`config.mk`:
```
export PLATFORM = sky130hd
export DESIGN_NAME = sorted_open_list_queue_unit_flat
export DESIGN_NICKNAME = d
export VERILOG_FILES = /design/src/rtl/solq_pkg.sv /design/src/rtl/solq_if.sv /design/src/rtl/solq_ram.sv /design/src/rtl/solq_seq.sv /design/src/rtl/sorted_open_list_queue_unit.sv /design/src/flat_wrapper.sv
export VERILOG_INCLUDE_DIRS = /design/src /design/src/rtl
export SDC_FILE = /design/constraint.sdc
export NUM_CORES = 2
export LEC_CHECK = 0
export BUFFER_PORTS_ARGS = -buffer_cell sky130_fd_sc_hd__buf_2
export CAP_MARGIN = 5
export CORE_UTILIZATION = 40
export CTS_CLUSTER_DIAMETER = 50
export CTS_CLUSTER_SIZE = 30
export DETAILED_ROUTE_END_ITERATION = 10
export PLACE_DENSITY_LB_ADDON = 0.2
export SLEW_MARGIN = 20
export SYNTH_ARGS = -nofsm -noshare
export SYNTH_HDL_FRONTEND = slang
export SYNTH_HIERARCHICAL = 1
export SYNTH_SLANG_ARGS = --single-unit
export TNS_END_PERCENT = 30
```
`constraint.sdc`:
```
create_clock -name clk -period 10.6 [get_ports clk]
set_clock_uncertainty 0.1 [all_clocks]
set_input_delay 2.12 -clock clk [delete_from_list [all_inputs] [get_ports clk]]
set_output_delay 2.12 -clock clk [all_outputs]
set_load 0.02 [all_outputs]
```
`src/rtl/sorted_open_list_queue_unit_assert.svh`:
```
// Assertion macros for the sorted open list queue unit.
// Used by the top level; expects clk and rst_n in scope.
`ifndef SORTED_OPEN_LIST_QUEUE_UNIT_ASSERT_SVH
`define SORTED_OPEN_LIST_QUEUE_UNIT_ASSERT_SVH
`ifndef ASSERT_OFF
`define SOLQ_ASSERT_NOW(lbl, cond, prop) \
    lbl: assert property (@(posedge clk) disable iff (!rst_n) (cond) |-> (prop)) \
        else $error("solq assertion failed");
`define SOLQ_ASSERT_NEXT(lbl, cond, prop) \
    lbl: assert property (@(posedge clk) disable iff (!rst_n) (cond) |=> (prop)) \
        else $error("solq assertion failed");
`else
`define SOLQ_ASSERT_NOW(lbl, cond, prop)
`define SOLQ_ASSERT_NEXT(lbl, cond, prop)
`endif
`endif

```
`src/rtl/solq_pkg.sv`:
```
// Shared constants and types for the sorted open list queue unit.
// No dependencies.
`timescale 1ns / 1ps

package solq_pkg;

    localparam int DEPTH_DEF     = 64;
    localparam int ID_BITS_DEF   = 16;
    localparam int COST_BITS_DEF = 16;

    localparam logic [2:0] CMD_PUSH   = 3'd0;
    localparam logic [2:0] CMD_INSERT = 3'd1;
    localparam logic [2:0] CMD_POP    = 3'd2;
    localparam logic [2:0] CMD_REMOVE = 3'd3;
    localparam logic [2:0] CMD_FIND   = 3'd4;

    localparam logic [1:0] ST_OK        = 2'd0;
    localparam logic [1:0] ST_FULL      = 2'd1;
    localparam logic [1:0] ST_NOT_FOUND = 2'd2;
    localparam logic [1:0] ST_EMPTY     = 2'd3;

    typedef struct packed {
        logic [1:0] status;
        logic       found;
        logic       list_empty;
    } solq_flags_t;

endpackage

```
`src/rtl/solq_if.sv`:
```
// Handshake channels of the sorted open list queue unit: request and response.
// Depends on nothing; widths come from parameters.
`timescale 1ns / 1ps

interface solq_req_if #(
    parameter int ID_BITS   = 16,
    parameter int COST_BITS = 16
);
    logic                 valid;
    logic                 ready;
    logic [2:0]           cmd;
    logic [ID_BITS-1:0]   node_id;
    logic [COST_BITS-1:0] f_cost;

    modport source (output valid, cmd, node_id, f_cost, input ready);
    modport sink   (input valid, cmd, node_id, f_cost, output ready);
endinterface

interface solq_rsp_if #(
    parameter int ID_BITS   = 16,
    parameter int COST_BITS = 16,
    parameter int CNT_BITS  = 7
);
    logic                 valid;
    logic                 ready;
    logic [1:0]           status;
    logic                 found;
    logic [ID_BITS-1:0]   popped_id;
    logic [ID_BITS-1:0]   head_id;
    logic [COST_BITS-1:0] head_cost;
    logic                 list_empty;
    logic [CNT_BITS-1:0]  entry_count;

    modport source (output valid, status, found, popped_id, head_id, head_cost,
                    list_empty, entry_count, input ready);
    modport sink   (input valid, status, found, popped_id, head_id, head_cost,
                    list_empty, entry_count, output ready);
endinterface

```
`src/rtl/solq_ram.sv`:
```
// Entry store: one write port, one registered read port.
// No dependencies.
`timescale 1ns / 1ps

module solq_ram #(
    parameter int DEPTH = 64,
    parameter int AW    = 6,
    parameter int DW    = 32
) (
    input  logic          clk,
    input  logic          rd_en,
    input  logic [AW-1:0] rd_addr,
    output logic [DW-1:0] rd_data,
    input  logic          wr_en,
    input  logic [AW-1:0] wr_addr,
    input  logic [DW-1:0] wr_data
);

    logic [DW-1:0] mem [DEPTH];

    always_ff @(posedge clk)
    begin
        if (wr_en)
        begin
            mem[wr_addr] <= wr_data;
        end
    end

    always_ff @(posedge clk)
    begin
        if (rd_en)
        begin
            rd_data <= mem[rd_addr];
        end
    end

endmodule

```
`src/rtl/solq_seq.sv`:
```
// Sequencer and shared compare unit: scans, shifts and writes the entry store.
// Depends on solq_pkg.
`timescale 1ns / 1ps

module solq_seq #(
    parameter int DEPTH     = 64,
    parameter int ID_BITS   = 16,
    parameter int COST_BITS = 16,
    parameter int AW        = 6,
    parameter int CNT_W     = 7
) (
    input  logic                        clk,
    input  logic                        rst_n,
    input  logic                        req_valid,
    output logic                        req_ready,
    input  logic [2:0]                  req_cmd,
    input  logic [ID_BITS-1:0]          req_id,
    input  logic [COST_BITS-1:0]        req_cost,
    output logic                        rd_en,
    output logic [AW-1:0]               rd_addr,
    input  logic [ID_BITS+COST_BITS-1:0] rd_data,
    output logic                        wr_en,
    output logic [AW-1:0]               wr_addr,
    output logic [ID_BITS+COST_BITS-1:0] wr_data,
    output logic                        res_valid,
    input  logic                        res_ready,
    output solq_pkg::solq_flags_t       res_flags,
    output logic [ID_BITS-1:0]          res_popped,
    output logic [ID_BITS-1:0]          res_head_id,
    output logic [COST_BITS-1:0]        res_head_cost,
    output logic [CNT_W-1:0]            res_count
);

    typedef enum logic [5:0] {
        S_IDLE = 6'b000001,
        S_SCAN = 6'b000010,
        S_SHUP = 6'b000100,
        S_PUT  = 6'b001000,
        S_SHDN = 6'b010000,
        S_FIN  = 6'b100000
    } state_t;

    state_t               state_reg, state_next;
    logic [2:0]           cmd_reg, cmd_next;
    logic [ID_BITS-1:0]   id_reg, id_next;
    logic [COST_BITS-1:0] cost_reg, cost_next;
    logic [CNT_W-1:0]     count_reg, count_next;
    logic [CNT_W-1:0]     pos_reg, pos_next;
    logic [CNT_W-1:0]     idx_reg, idx_next;
    logic                 pv_reg, pv_next;
    logic [AW-1:0]        pidx_reg, pidx_next;
    logic [1:0]           status_reg, status_next;
    logic                 found_reg, found_next;
    logic [ID_BITS-1:0]   popped_reg, popped_next;
    logic [ID_BITS-1:0]   head_id_reg;
    logic [COST_BITS-1:0] head_cost_reg;

    logic [ID_BITS-1:0]   rd_id;
    logic [COST_BITS-1:0] rd_cost;
    logic                 hit;
    logic                 more;
    logic                 full;
    logic [CNT_W-1:0]     idx_dec;
    logic [CNT_W-1:0]     pidx_wide;

    assign rd_id     = rd_data[ID_BITS+COST_BITS-1:COST_BITS];
    assign rd_cost   = rd_data[COST_BITS-1:0];
    assign hit       = pv_reg && ((cmd_reg == solq_pkg::CMD_INSERT) ? (rd_cost > cost_reg)
                                                                    : (rd_id == id_reg));
    assign more      = idx_reg < count_reg;
    assign full      = count_reg == CNT_W'(DEPTH);
    assign idx_dec   = idx_reg - CNT_W'(1);
    assign pidx_wide = CNT_W'(pidx_reg);
    assign req_ready = state_reg == S_IDLE;
    assign res_valid = state_reg == S_FIN;

    always_comb
    begin
        state_next  = state_reg;
        cmd_next    = cmd_reg;
        id_next     = id_reg;
        cost_next   = cost_reg;
        count_next  = count_reg;
        pos_next    = pos_reg;
        idx_next    = idx_reg;
        pv_next     = pv_reg;
        pidx_next   = pidx_reg;
        status_next = status_reg;
        found_next  = found_reg;
        popped_next = popped_reg;
        rd_en       = 1'b0;
        rd_addr     = '0;
        wr_en       = 1'b0;
        wr_addr     = '0;
        wr_data     = {id_reg, cost_reg};

        case (state_reg)
            S_IDLE:
            begin
                if (req_valid)
                begin
                    cmd_next    = req_cmd;
                    id_next     = req_id;
                    cost_next   = req_cost;
                    status_next = solq_pkg::ST_OK;
                    found_next  = 1'b0;
                    popped_next = '0;
                    idx_next    = '0;
                    pos_next    = '0;
                    pv_next     = 1'b0;
                    case (req_cmd)
                        solq_pkg::CMD_PUSH:
                        begin
                            if (full)
                            begin
                                status_next = solq_pkg::ST_FULL;
                                state_next  = S_FIN;
                            end
                            else
                            begin
                                idx_next   = count_reg;
                                state_next = S_SHUP;
                            end
                        end
                        solq_pkg::CMD_INSERT:
                        begin
                            if (full)
                            begin
                                status_next = solq_pkg::ST_FULL;
                                state_next  = S_FIN;
                            end
                            else
                            begin
                                state_next = S_SCAN;
                            end
                        end
                        solq_pkg::CMD_POP:
                        begin
                            if (count_reg == '0)
                            begin
                                status_next = solq_pkg::ST_EMPTY;
                                state_next  = S_FIN;
                            end
                            else
                            begin
                                popped_next = head_id_reg;
                                idx_next    = CNT_W'(1);
                                state_next  = S_SHDN;
                            end
                        end
                        solq_pkg::CMD_REMOVE, solq_pkg::CMD_FIND:
                        begin
                            state_next = S_SCAN;
                        end
                        default:
                        begin
                            state_next = S_FIN;
                        end
                    endcase
                end
            end

            S_SCAN:
            begin
                if (hit)
                begin
                    pv_next = 1'b0;
                    case (cmd_reg)
                        solq_pkg::CMD_INSERT:
                        begin
                            pos_next   = pidx_wide;
                            idx_next   = count_reg;
                            state_next = S_SHUP;
                        end
                        solq_pkg::CMD_REMOVE:
                        begin
                            pos_next   = pidx_wide;
                            idx_next   = pidx_wide + CNT_W'(1);
                            state_next = S_SHDN;
                        end
                        default:
                        begin
                            found_next = 1'b1;
                            state_next = S_FIN;
                        end
                    endcase
                end
                else if (!more)
                begin
                    pv_next = 1'b0;
                    case (cmd_reg)
                        solq_pkg::CMD_INSERT:
                        begin
                            pos_next   = count_reg;
                            idx_next   = count_reg;
                            state_next = S_SHUP;
                        end
                        solq_pkg::CMD_REMOVE:
                        begin
                            status_next = solq_pkg::ST_NOT_FOUND;
                            state_next  = S_FIN;
                        end
                        default:
                        begin
                            state_next = S_FIN;
                        end
                    endcase
                end
                else
                begin
                    rd_en     = 1'b1;
                    rd_addr   = idx_reg[AW-1:0];
                    pv_next   = 1'b1;
                    pidx_next = idx_reg[AW-1:0];
                    idx_next  = idx_reg + CNT_W'(1);
                end
            end

            // open a slot: entry i-1 moves to i, from the tail down to pos+1
            S_SHUP:
            begin
                if (pv_reg)
                begin
                    wr_en   = 1'b1;
                    wr_addr = pidx_reg;
                    wr_data = rd_data;
                end
                if (idx_reg > pos_reg)
                begin
                    rd_en     = 1'b1;
                    rd_addr   = idx_dec[AW-1:0];
                    pidx_next = idx_reg[AW-1:0];
                    pv_next   = 1'b1;
                    idx_next  = idx_dec;
                end
                else
                begin
                    pv_next    = 1'b0;
                    state_next = S_PUT;
                end
            end

            S_PUT:
            begin
                wr_en      = 1'b1;
                wr_addr    = pos_reg[AW-1:0];
                count_next = count_reg + CNT_W'(1);
                state_next = S_FIN;
            end

            // close a slot: entry i moves to i-1, from pos+1 up to the tail
            S_SHDN:
            begin
                if (pv_reg)
                begin
                    wr_en   = 1'b1;
                    wr_addr = pidx_reg;
                    wr_data = rd_data;
                end
                if (more)
                begin
                    rd_en     = 1'b1;
                    rd_addr   = idx_reg[AW-1:0];
                    pidx_next = idx_dec[AW-1:0];
                    pv_next   = 1'b1;
                    idx_next  = idx_reg + CNT_W'(1);
                end
                else
                begin
                    pv_next    = 1'b0;
                    count_next = count_reg - CNT_W'(1);
                    state_next = S_FIN;
                end
            end

            S_FIN:
            begin
                if (res_ready)
                begin
                    state_next = S_IDLE;
                end
            end

            default:
            begin
                state_next = S_IDLE;
            end
        endcase
    end

    always_ff @(posedge clk or negedge rst_n)
    begin
        if (!rst_n)
        begin
            state_reg <= S_IDLE;
            count_reg <= '0;
            pv_reg    <= 1'b0;
        end
        else
        begin
            state_reg <= state_next;
            count_reg <= count_next;
            pv_reg    <= pv_next;
        end
    end

    always_ff @(posedge clk)
    begin
        cmd_reg    <= cmd_next;
        id_reg     <= id_next;
        cost_reg   <= cost_next;
        pos_reg    <= pos_next;
        idx_reg    <= idx_next;
        pidx_reg   <= pidx_next;
        status_reg <= status_next;
        found_reg  <= found_next;
        popped_reg <= popped_next;
        // shadow copy of slot 0
        if (wr_en && (wr_addr == '0))
        begin
            head_id_reg   <= wr_data[ID_BITS+COST_BITS-1:COST_BITS];
            head_cost_reg <= wr_data[COST_BITS-1:0];
        end
    end

    always_comb
    begin
        res_flags.status     = status_reg;
        res_flags.found      = found_reg;
        res_flags.list_empty = count_reg == '0;
        res_popped           = popped_reg;
        res_head_id          = res_flags.list_empty ? '0 : head_id_reg;
        res_head_cost        = res_flags.list_empty ? '0 : head_cost_reg;
        res_count            = count_reg;
    end

endmodule

```
`src/rtl/sorted_open_list_queue_unit.sv`:
```
// Sorted open list queue unit, top level: store, sequencer, response register.
// Depends on solq_pkg, solq_if, solq_ram, solq_seq and the assertion header.
`timescale 1ns / 1ps
`include "sorted_open_list_queue_unit_assert.svh"

// Bounded list of (node_id, f_cost) entries kept in ascending cost order, with
// push front, sorted insert, pop, remove and contains. One request beat gives
// one response beat carrying status, head entry and count. The unit takes one
// request at a time; all work runs through a single-port-read, single-port-
// write entry store that moves or compares one entry per cycle. A search visits
// entries from the head, then a shift moves every entry behind the insert or
// removal point.
// A response waiting in the output register does not block the next request.
// No clearing pass is needed after reset.
module sorted_open_list_queue_unit #(
    parameter int DEPTH     = solq_pkg::DEPTH_DEF,
    parameter int ID_BITS   = solq_pkg::ID_BITS_DEF,
    parameter int COST_BITS = solq_pkg::COST_BITS_DEF
) (
    input  logic         clk,
    input  logic         rst_n,
    solq_req_if.sink     req,
    solq_rsp_if.source   rsp
);

    localparam int AW    = $clog2(DEPTH);
    localparam int CNT_W = $clog2(DEPTH + 1);
    localparam int DW    = ID_BITS + COST_BITS;

    logic                  rd_en;
    logic [AW-1:0]         rd_addr;
    logic [DW-1:0]         rd_data;
    logic                  wr_en;
    logic [AW-1:0]         wr_addr;
    logic [DW-1:0]         wr_data;
    logic                  res_valid;
    logic                  res_ready;
    solq_pkg::solq_flags_t res_flags;
    logic [ID_BITS-1:0]    res_popped;
    logic [ID_BITS-1:0]    res_head_id;
    logic [COST_BITS-1:0]  res_head_cost;
    logic [CNT_W-1:0]      res_count;

    logic                  out_valid_reg;
    solq_pkg::solq_flags_t out_flags_reg;
    logic [ID_BITS-1:0]    out_popped_reg;
    logic [ID_BITS-1:0]    out_head_id_reg;
    logic [COST_BITS-1:0]  out_head_cost_reg;
    logic [CNT_W-1:0]      out_count_reg;

    solq_ram #(
        .DEPTH (DEPTH),
        .AW    (AW),
        .DW    (DW)
    ) u_ram (
        .clk     (clk),
        .rd_en   (rd_en),
        .rd_addr (rd_addr),
        .rd_data (rd_data),
        .wr_en   (wr_en),
        .wr_addr (wr_addr),
        .wr_data (wr_data)
    );

    solq_seq #(
        .DEPTH     (DEPTH),
        .ID_BITS   (ID_BITS),
        .COST_BITS (COST_BITS),
        .AW        (AW),
        .CNT_W     (CNT_W)
    ) u_seq (
        .clk           (clk),
        .rst_n         (rst_n),
        .req_valid     (req.valid),
        .req_ready     (req.ready),
        .req_cmd       (req.cmd),
        .req_id        (req.node_id),
        .req_cost      (req.f_cost),
        .rd_en         (rd_en),
        .rd_addr       (rd_addr),
        .rd_data       (rd_data),
        .wr_en         (wr_en),
        .wr_addr       (wr_addr),
        .wr_data       (wr_data),
        .res_valid     (res_valid),
        .res_ready     (res_ready),
        .res_flags     (res_flags),
        .res_popped    (res_popped),
        .res_head_id   (res_head_id),
        .res_head_cost (res_head_cost),
        .res_count     (res_count)
    );

    // output register: loads when empty or being drained
    assign res_ready = !out_valid_reg || rsp.ready;

    always_ff @(posedge clk or negedge rst_n)
    begin
        if (!rst_n)
        begin
            out_valid_reg <= 1'b0;
        end
        else if (res_valid && res_ready)
        begin
            out_valid_reg <= 1'b1;
        end
        else if (rsp.ready)
        begin
            out_valid_reg <= 1'b0;
        end
    end

    always_ff @(posedge clk)
    begin
        if (res_valid && res_ready)
        begin
            out_flags_reg     <= res_flags;
            out_popped_reg    <= res_popped;
            out_head_id_reg   <= res_head_id;
            out_head_cost_reg <= res_head_cost;
            out_count_reg     <= res_count;
        end
    end

    assign rsp.valid       = out_valid_reg;
    assign rsp.status      = out_flags_reg.status;
    assign rsp.found       = out_flags_reg.found;
    assign rsp.list_empty  = out_flags_reg.list_empty;
    assign rsp.popped_id   = out_popped_reg;
    assign rsp.head_id     = out_head_id_reg;
    assign rsp.head_cost   = out_head_cost_reg;
    assign rsp.entry_count = out_count_reg;

    `SOLQ_ASSERT_NOW(a_empty_matches_count, rsp.valid, rsp.list_empty == (rsp.entry_count == '0))
    `SOLQ_ASSERT_NOW(a_full_only_at_depth, rsp.valid && (rsp.status == solq_pkg::ST_FULL), rsp.entry_count == CNT_W'(DEPTH))
    `SOLQ_ASSERT_NEXT(a_busy_after_accept, req.valid && req.ready, !req.ready)
    `SOLQ_ASSERT_NOW(a_empty_head_zero, rsp.valid && rsp.list_empty, (rsp.head_id == '0) && (rsp.head_cost == '0))

endmodule

```
`src/flat_wrapper.sv`:
```
// flat-port wrapper written by rule: the top's interface ports become plain ports
module sorted_open_list_queue_unit_flat 
#(
    parameter int DEPTH     = solq_pkg::DEPTH_DEF,
    parameter int ID_BITS   = solq_pkg::ID_BITS_DEF,
    parameter int COST_BITS = solq_pkg::COST_BITS_DEF
)
  (clk, rst_n, req_valid, req_cmd, req_node_id, req_f_cost, req_ready, rsp_valid, rsp_status, rsp_found, rsp_popped_id, rsp_head_id, rsp_head_cost, rsp_list_empty, rsp_entry_count, rsp_ready);
  solq_req_if #(.ID_BITS(ID_BITS), .COST_BITS(COST_BITS)) req_i ();
  solq_rsp_if #(.ID_BITS(ID_BITS), .COST_BITS(COST_BITS), .CNT_BITS(7)) rsp_i ();
  input  logic clk;
  input  logic rst_n;
  input wire logic [$bits(req_i.valid)-1:0] req_valid;
  input wire logic [$bits(req_i.cmd)-1:0] req_cmd;
  input wire logic [$bits(req_i.node_id)-1:0] req_node_id;
  input wire logic [$bits(req_i.f_cost)-1:0] req_f_cost;
  output wire logic [$bits(req_i.ready)-1:0] req_ready;
  output wire logic [$bits(rsp_i.valid)-1:0] rsp_valid;
  output wire logic [$bits(rsp_i.status)-1:0] rsp_status;
  output wire logic [$bits(rsp_i.found)-1:0] rsp_found;
  output wire logic [$bits(rsp_i.popped_id)-1:0] rsp_popped_id;
  output wire logic [$bits(rsp_i.head_id)-1:0] rsp_head_id;
  output wire logic [$bits(rsp_i.head_cost)-1:0] rsp_head_cost;
  output wire logic [$bits(rsp_i.list_empty)-1:0] rsp_list_empty;
  output wire logic [$bits(rsp_i.entry_count)-1:0] rsp_entry_count;
  input wire logic [$bits(rsp_i.ready)-1:0] rsp_ready;
  assign req_i.valid = req_valid;
  assign req_i.cmd = req_cmd;
  assign req_i.node_id = req_node_id;
  assign req_i.f_cost = req_f_cost;
  assign req_ready = req_i.ready;
  assign rsp_valid = rsp_i.valid;
  assign rsp_status = rsp_i.status;
  assign rsp_found = rsp_i.found;
  assign rsp_popped_id = rsp_i.popped_id;
  assign rsp_head_id = rsp_i.head_id;
  assign rsp_head_cost = rsp_i.head_cost;
  assign rsp_list_empty = rsp_i.list_empty;
  assign rsp_entry_count = rsp_i.entry_count;
  assign rsp_i.ready = rsp_ready;
  sorted_open_list_queue_unit #(.DEPTH(DEPTH), .ID_BITS(ID_BITS), .COST_BITS(COST_BITS)) u_core (.clk(clk), .rst_n(rst_n), .req(req_i), .rsp(rsp_i));
endmodule
```
==> flow_summary_export.csv <==
group,metric,value,unit
placement,dp_hpwl,141600,um
floorplanning,die-height,471.4,um
setup_path,r2r_cells,16,
clock_tree,clk_pin_slew,0.07,ns
grt,grt_pass1_vias,44150,
detailed_routing,drtAntennaViolNets,0,
timing,grt_setup_unrepaired,"false",
detailed_routing,route.vias.total,44415,
detailed_routing,drt_iter0_drc,5203,
setup_path,critPathTopFamily,"buffers and inverters",
yosys,syn_avg_cell_area,20.73,um^2
yosys,synth_edf_count,2245,
yosys,ys_seq_area_share,76.93,%
setup_path,critPathMaxStageDelay,0.81,ns
timing,setup-tns-final,0,ns
yosys,synth_xor_area_share,0.3678,%
yosys,yosysTopAreaCell,"edfxtp_1",
worst_hold_path,hold_end,"u_core/rsp.popped_id[0]",
final_layout,area_growth,14.07,%
clock_tree,cts-root-buf,"clkbuf_16",
status,status,"complete, no violations",
setup_path,critical_path_required,11.18,ns
worst_hold_path,worstHoldStart,"u_core/u_seq/res_popped[0]",
worst_hold_path,holdPathStages,0,
setup_path,critPathArrivalTime,7.48,ns
clock_tree,htree_levels,4,
yosys,synth_compound_area_share,3.911,%
setup_path,worst-path-max-fanout,83,
setup_path,rr_startpoint,"u_core/u_ram/rd_data[10]",
detailed_routing,first_pass_iters,5,
yosys,synth_top_area_share,76.51,%
clock_tree,postCtsHoldBufs,0,
floorplanning,dieArea,222200,um^2
floorplanning,core,218000,um^2
clock_tree,clock_path_buffers,3,
detailed_routing,vias_per_cell,5.894,
final_layout,final_area,100500,um^2
timing,max_freq,0.1450,GHz
pwr,seqPwrFrac,47.2,%
pwr,totalPowerFinal,22.48,mW
clock_tree,worstSkewPairLatency,0.89,ns
detailed_routing,post_drt_wl_per_cell,32.68,um
pwr,p_leak,30.40,nW
detailed_routing,routed_wirelength,246300,um
clock_tree,cts_setup_buffers,0,
setup_path,endpoint_kind,"flop",
placement,place_inst,7129,
floorplanning,die_x,471.4,um
yosys,ys_ff_latch,2260,
yosys,synth_top_flop_cell,"edfxtp_1",
pwr,power.internal,15.85,mW
yosys,synth-simple-area-share,2.820,%
placement,port_buffers,99,
floorplanning,rows,171,
yosys,synth.area.top_cells,"edfxtp_1 (77%), mux4_2 (11%), mux2i_1 (2.2%), a22oi_1 (1.1%), nand2_1 (0.59%)",
final_layout,regMostFlops,"u_core/u_ram/mem",
setup_path,path_cells,"ha_1 -> nand4_1 -> or4_1 -> nand3_1 -> a31oi_1 -> nor2_1 -> buf_4 -> a21oi_2 -> buf_4 -> mux2i_4 -> buf_12 -> buf_12 -> mux4_2 -> o221ai_1 -> o21ai_0 -> and3_1",
worst_hold_path,hold_class,"reg2reg",
final_layout,largest_reg_flops,2048,
final_layout,stdcell_count,7536,
final_layout,nFillCells,18122,
setup_path,r2r-end,"u_core/u_ram/rd_data[6]",
pwr,clock_power_share,36.2,%
pwr,switching_power,6.626,mW
clock_tree,cts_sinks,2260,
yosys,synth_top_family_by_area,"multiplexers",
yosys,synthMuxAreaShare,13.62,%
run,maxCapViolCount,0,
final_layout,reg_top3,"u_core/u_ram/mem (2048), u_core/u_ram/rd_data (32)",
timing,post-route-min-period,6.897,ns
setup_path,ff2ff_setup_slack,3.70,ns
yosys,synth_cells,4251,
final_layout,layout.nets,4567,
timing,worstMarginPinSlew,1.223,ns
pwr,powerDensity,223.6,nW/um^2
timing,max_slew_margin,17.89,%
floorplanning,start_util,40.42,%
clock_tree,numCtsBuffers,211,
pwr,p_comb_share,16.6,%
timing,final_hold_viol_count,0,
floorplanning,ios,100,
final_layout,multi_input_area,19590,um^2
setup_path,cp-start-kind,"flop",
placement,finalWeightedCongestion,0.8756,
grt,antenna_found_initial,12,
grt,grt_pass1_wl,346900,um
final_layout,drive_gt1_share,26.19,%
pwr,swShare,29.48,%
setup_path,crit_type,"reg2reg",
timing,finalMaxSlewViolations,0,
yosys,synth.distinct_cells,82,
yosys,syn-cell-area,88120,um^2
pwr,ir_worst_vdd,0.1539,mV
detailed_routing,drc,0,
setup_path,crit_slowest_cell,"o21ai_0",
placement,place_area,92930,um^2
clock_tree,cts_tree,"built",
final_layout,regArea,67790,um^2
yosys,yosys.area_share.adder,0.5623,%
timing,finalSetupViolCount,0,
grt,grt_overflow,0,
timing,period_share,65.07,%
yosys,synth_fp_nets,4329,
setup_path,worst-path-buf-inv,4,
clock_tree,cts_resized,0,
grt,track_usage,22.09,%
grt,grt_max_degree,103,
yosys,async_flop_share,0.6637,%
timing,whs,0.3197,ns
yosys,yosysWarnings,6,
==> kinds of logic (layout without fill, tap and decap cells) <==
kind of cell | Yosys count | count (layout)
fa+ha+maj | 39 | 39
buf+inv | 277 | 704
compound gates | 497 | 497
xor+xnor | 37 | 37
flops | 2260 | 2260
simple gates | 500 | 500
mux | 641 | 641
other cells | 0 | 4
==> cells in the mapped netlist, drive strengths merged (8+ instances only) <==
| cell | number |
|---|---|
| a21oi | 74 |
| ha | 38 |
| mux2i | 194 |
| nor2b | 57 |
| a311o | 12 |
| a31oi | 30 |
| xor2 | 10 |
| and2 | 20 |
| nor3 | 12 |
| nor2 | 127 |
| clkbuf | 91 |
| nand2 | 139 |
| a22oi | 129 |
| dfrtp | 14 |
| and3 | 10 |
| a22o | 18 |
| a211oi | 23 |
| nand3 | 62 |
| mux4 | 446 |
| buf | 142 |
| or2 | 10 |
| xnor2 | 27 |
| nand4 | 9 |
| a211o | 9 |
| edfxtp | 2245 |
| o22a | 13 |
| inv | 42 |
| nand2b | 14 |
| o221ai | 21 |
| o211ai | 18 |
| and4 | 8 |
| o22ai | 47 |
| o21ai | 67 |
==> cells in the final DEF, fill, tap and decap left out, types with 49 or more instances in the layout <==
cell,netlist,layout
a21oi_1,74,71
a22oi_1,129,129
buf_2,61,99
buf_4,32,147
clkbuf_16,0,211
edfxtp_1,2245,2245
mux2i_1,194,193
mux4_2,446,446
nand2_1,139,122
nand3_1,61,61
nor2_1,126,57
nor2_4,0,66
nor2b_1,57,52
o21ai_0,65,49
==> final cells by class <==
class                           count  share of cell area (%)
Multi-Input combinational cell   1714                   19.48
Inverter                           44                  0.1656
Timing Repair Buffer              258                   1.837
Sequential cell                  2260                   67.44
Antenna cell                        4                0.009958
Clock inverter                    180                   2.214
Clock buffer                      222                   5.294
Tap cell                         2854                   3.553
==> per-stage QoR <==
stage	setup slack (ns)	utilization, %
2_1_floorplan	5.673	-
3_3_place_gp	3.570	42.62
3_5_place_dp	3.672	42.63
4_1_cts	3.622	46.09
5_1_grt	3.422	46.10
6_report	3.703	46.10
==> worst max-delay path by stage <==
stage / start / end / slack, ns / depth (start not counted)
after floorplan: u_core/u_seq/state_reg[1] / u_core/u_ram/mem[0][0] / 5.67 / 5
after global placement: u_core/u_ram/rd_data[10] / u_core/u_ram/rd_data[14] / 3.57 / 16
final: u_core/u_ram/rd_data[10] / u_core/u_ram/rd_data[6] / 3.70 / 16
after global routing: u_core/u_ram/rd_data[10] / u_core/u_ram/rd_data[6] / 3.42 / 16
after detailed placement: u_core/u_ram/rd_data[10] / u_core/u_ram/rd_data[6] / 3.67 / 16
after CTS: u_core/u_ram/rd_data[10] / u_core/u_ram/rd_data[6] / 3.62 / 16
==> worst reg2reg max path, stage by stage (launching register included) <==
cell and delay (ns):
edfxtp_1 0.63, ha_1 0.41, nand4_1 0.14, or4_1 0.54, nand3_1 0.10, a31oi_1 0.08
nor2_1 0.15, buf_4 0.24, a21oi_2 0.11, buf_4 0.21, mux2i_4 0.70, buf_12 0.62
buf_12 0.72, mux4_2 0.51, o221ai_1 0.17, o21ai_0 0.81, and3_1 0.47
==> power groups by stage <==
stage	Combinational (mW)	Sequential, mW	Clock (mW)
2_1_floorplan	1.93	10.8	0
3_3_place_gp	3.71	10.8	0
3_5_place_dp	3.74	10.8	0
4_1_cts	3.75	10.6	8.26
5_1_grt	3.92	10.6	8.59
6_report	3.74	10.6	8.13
==> layer usage <==
metal | wire (um) | GRT usage, % | vias up
met1 | 104600 | 31.04 | 24163
li1 | - | - | 18219
met2 | 120300 | 36.27 | 1708
met3 | 16410 | 3.415 | 319
met4 | 5000 | 5.026 | 6
met5 | 33 | 0 | -
Note: power is estimated with default switching activity, not from simulation.
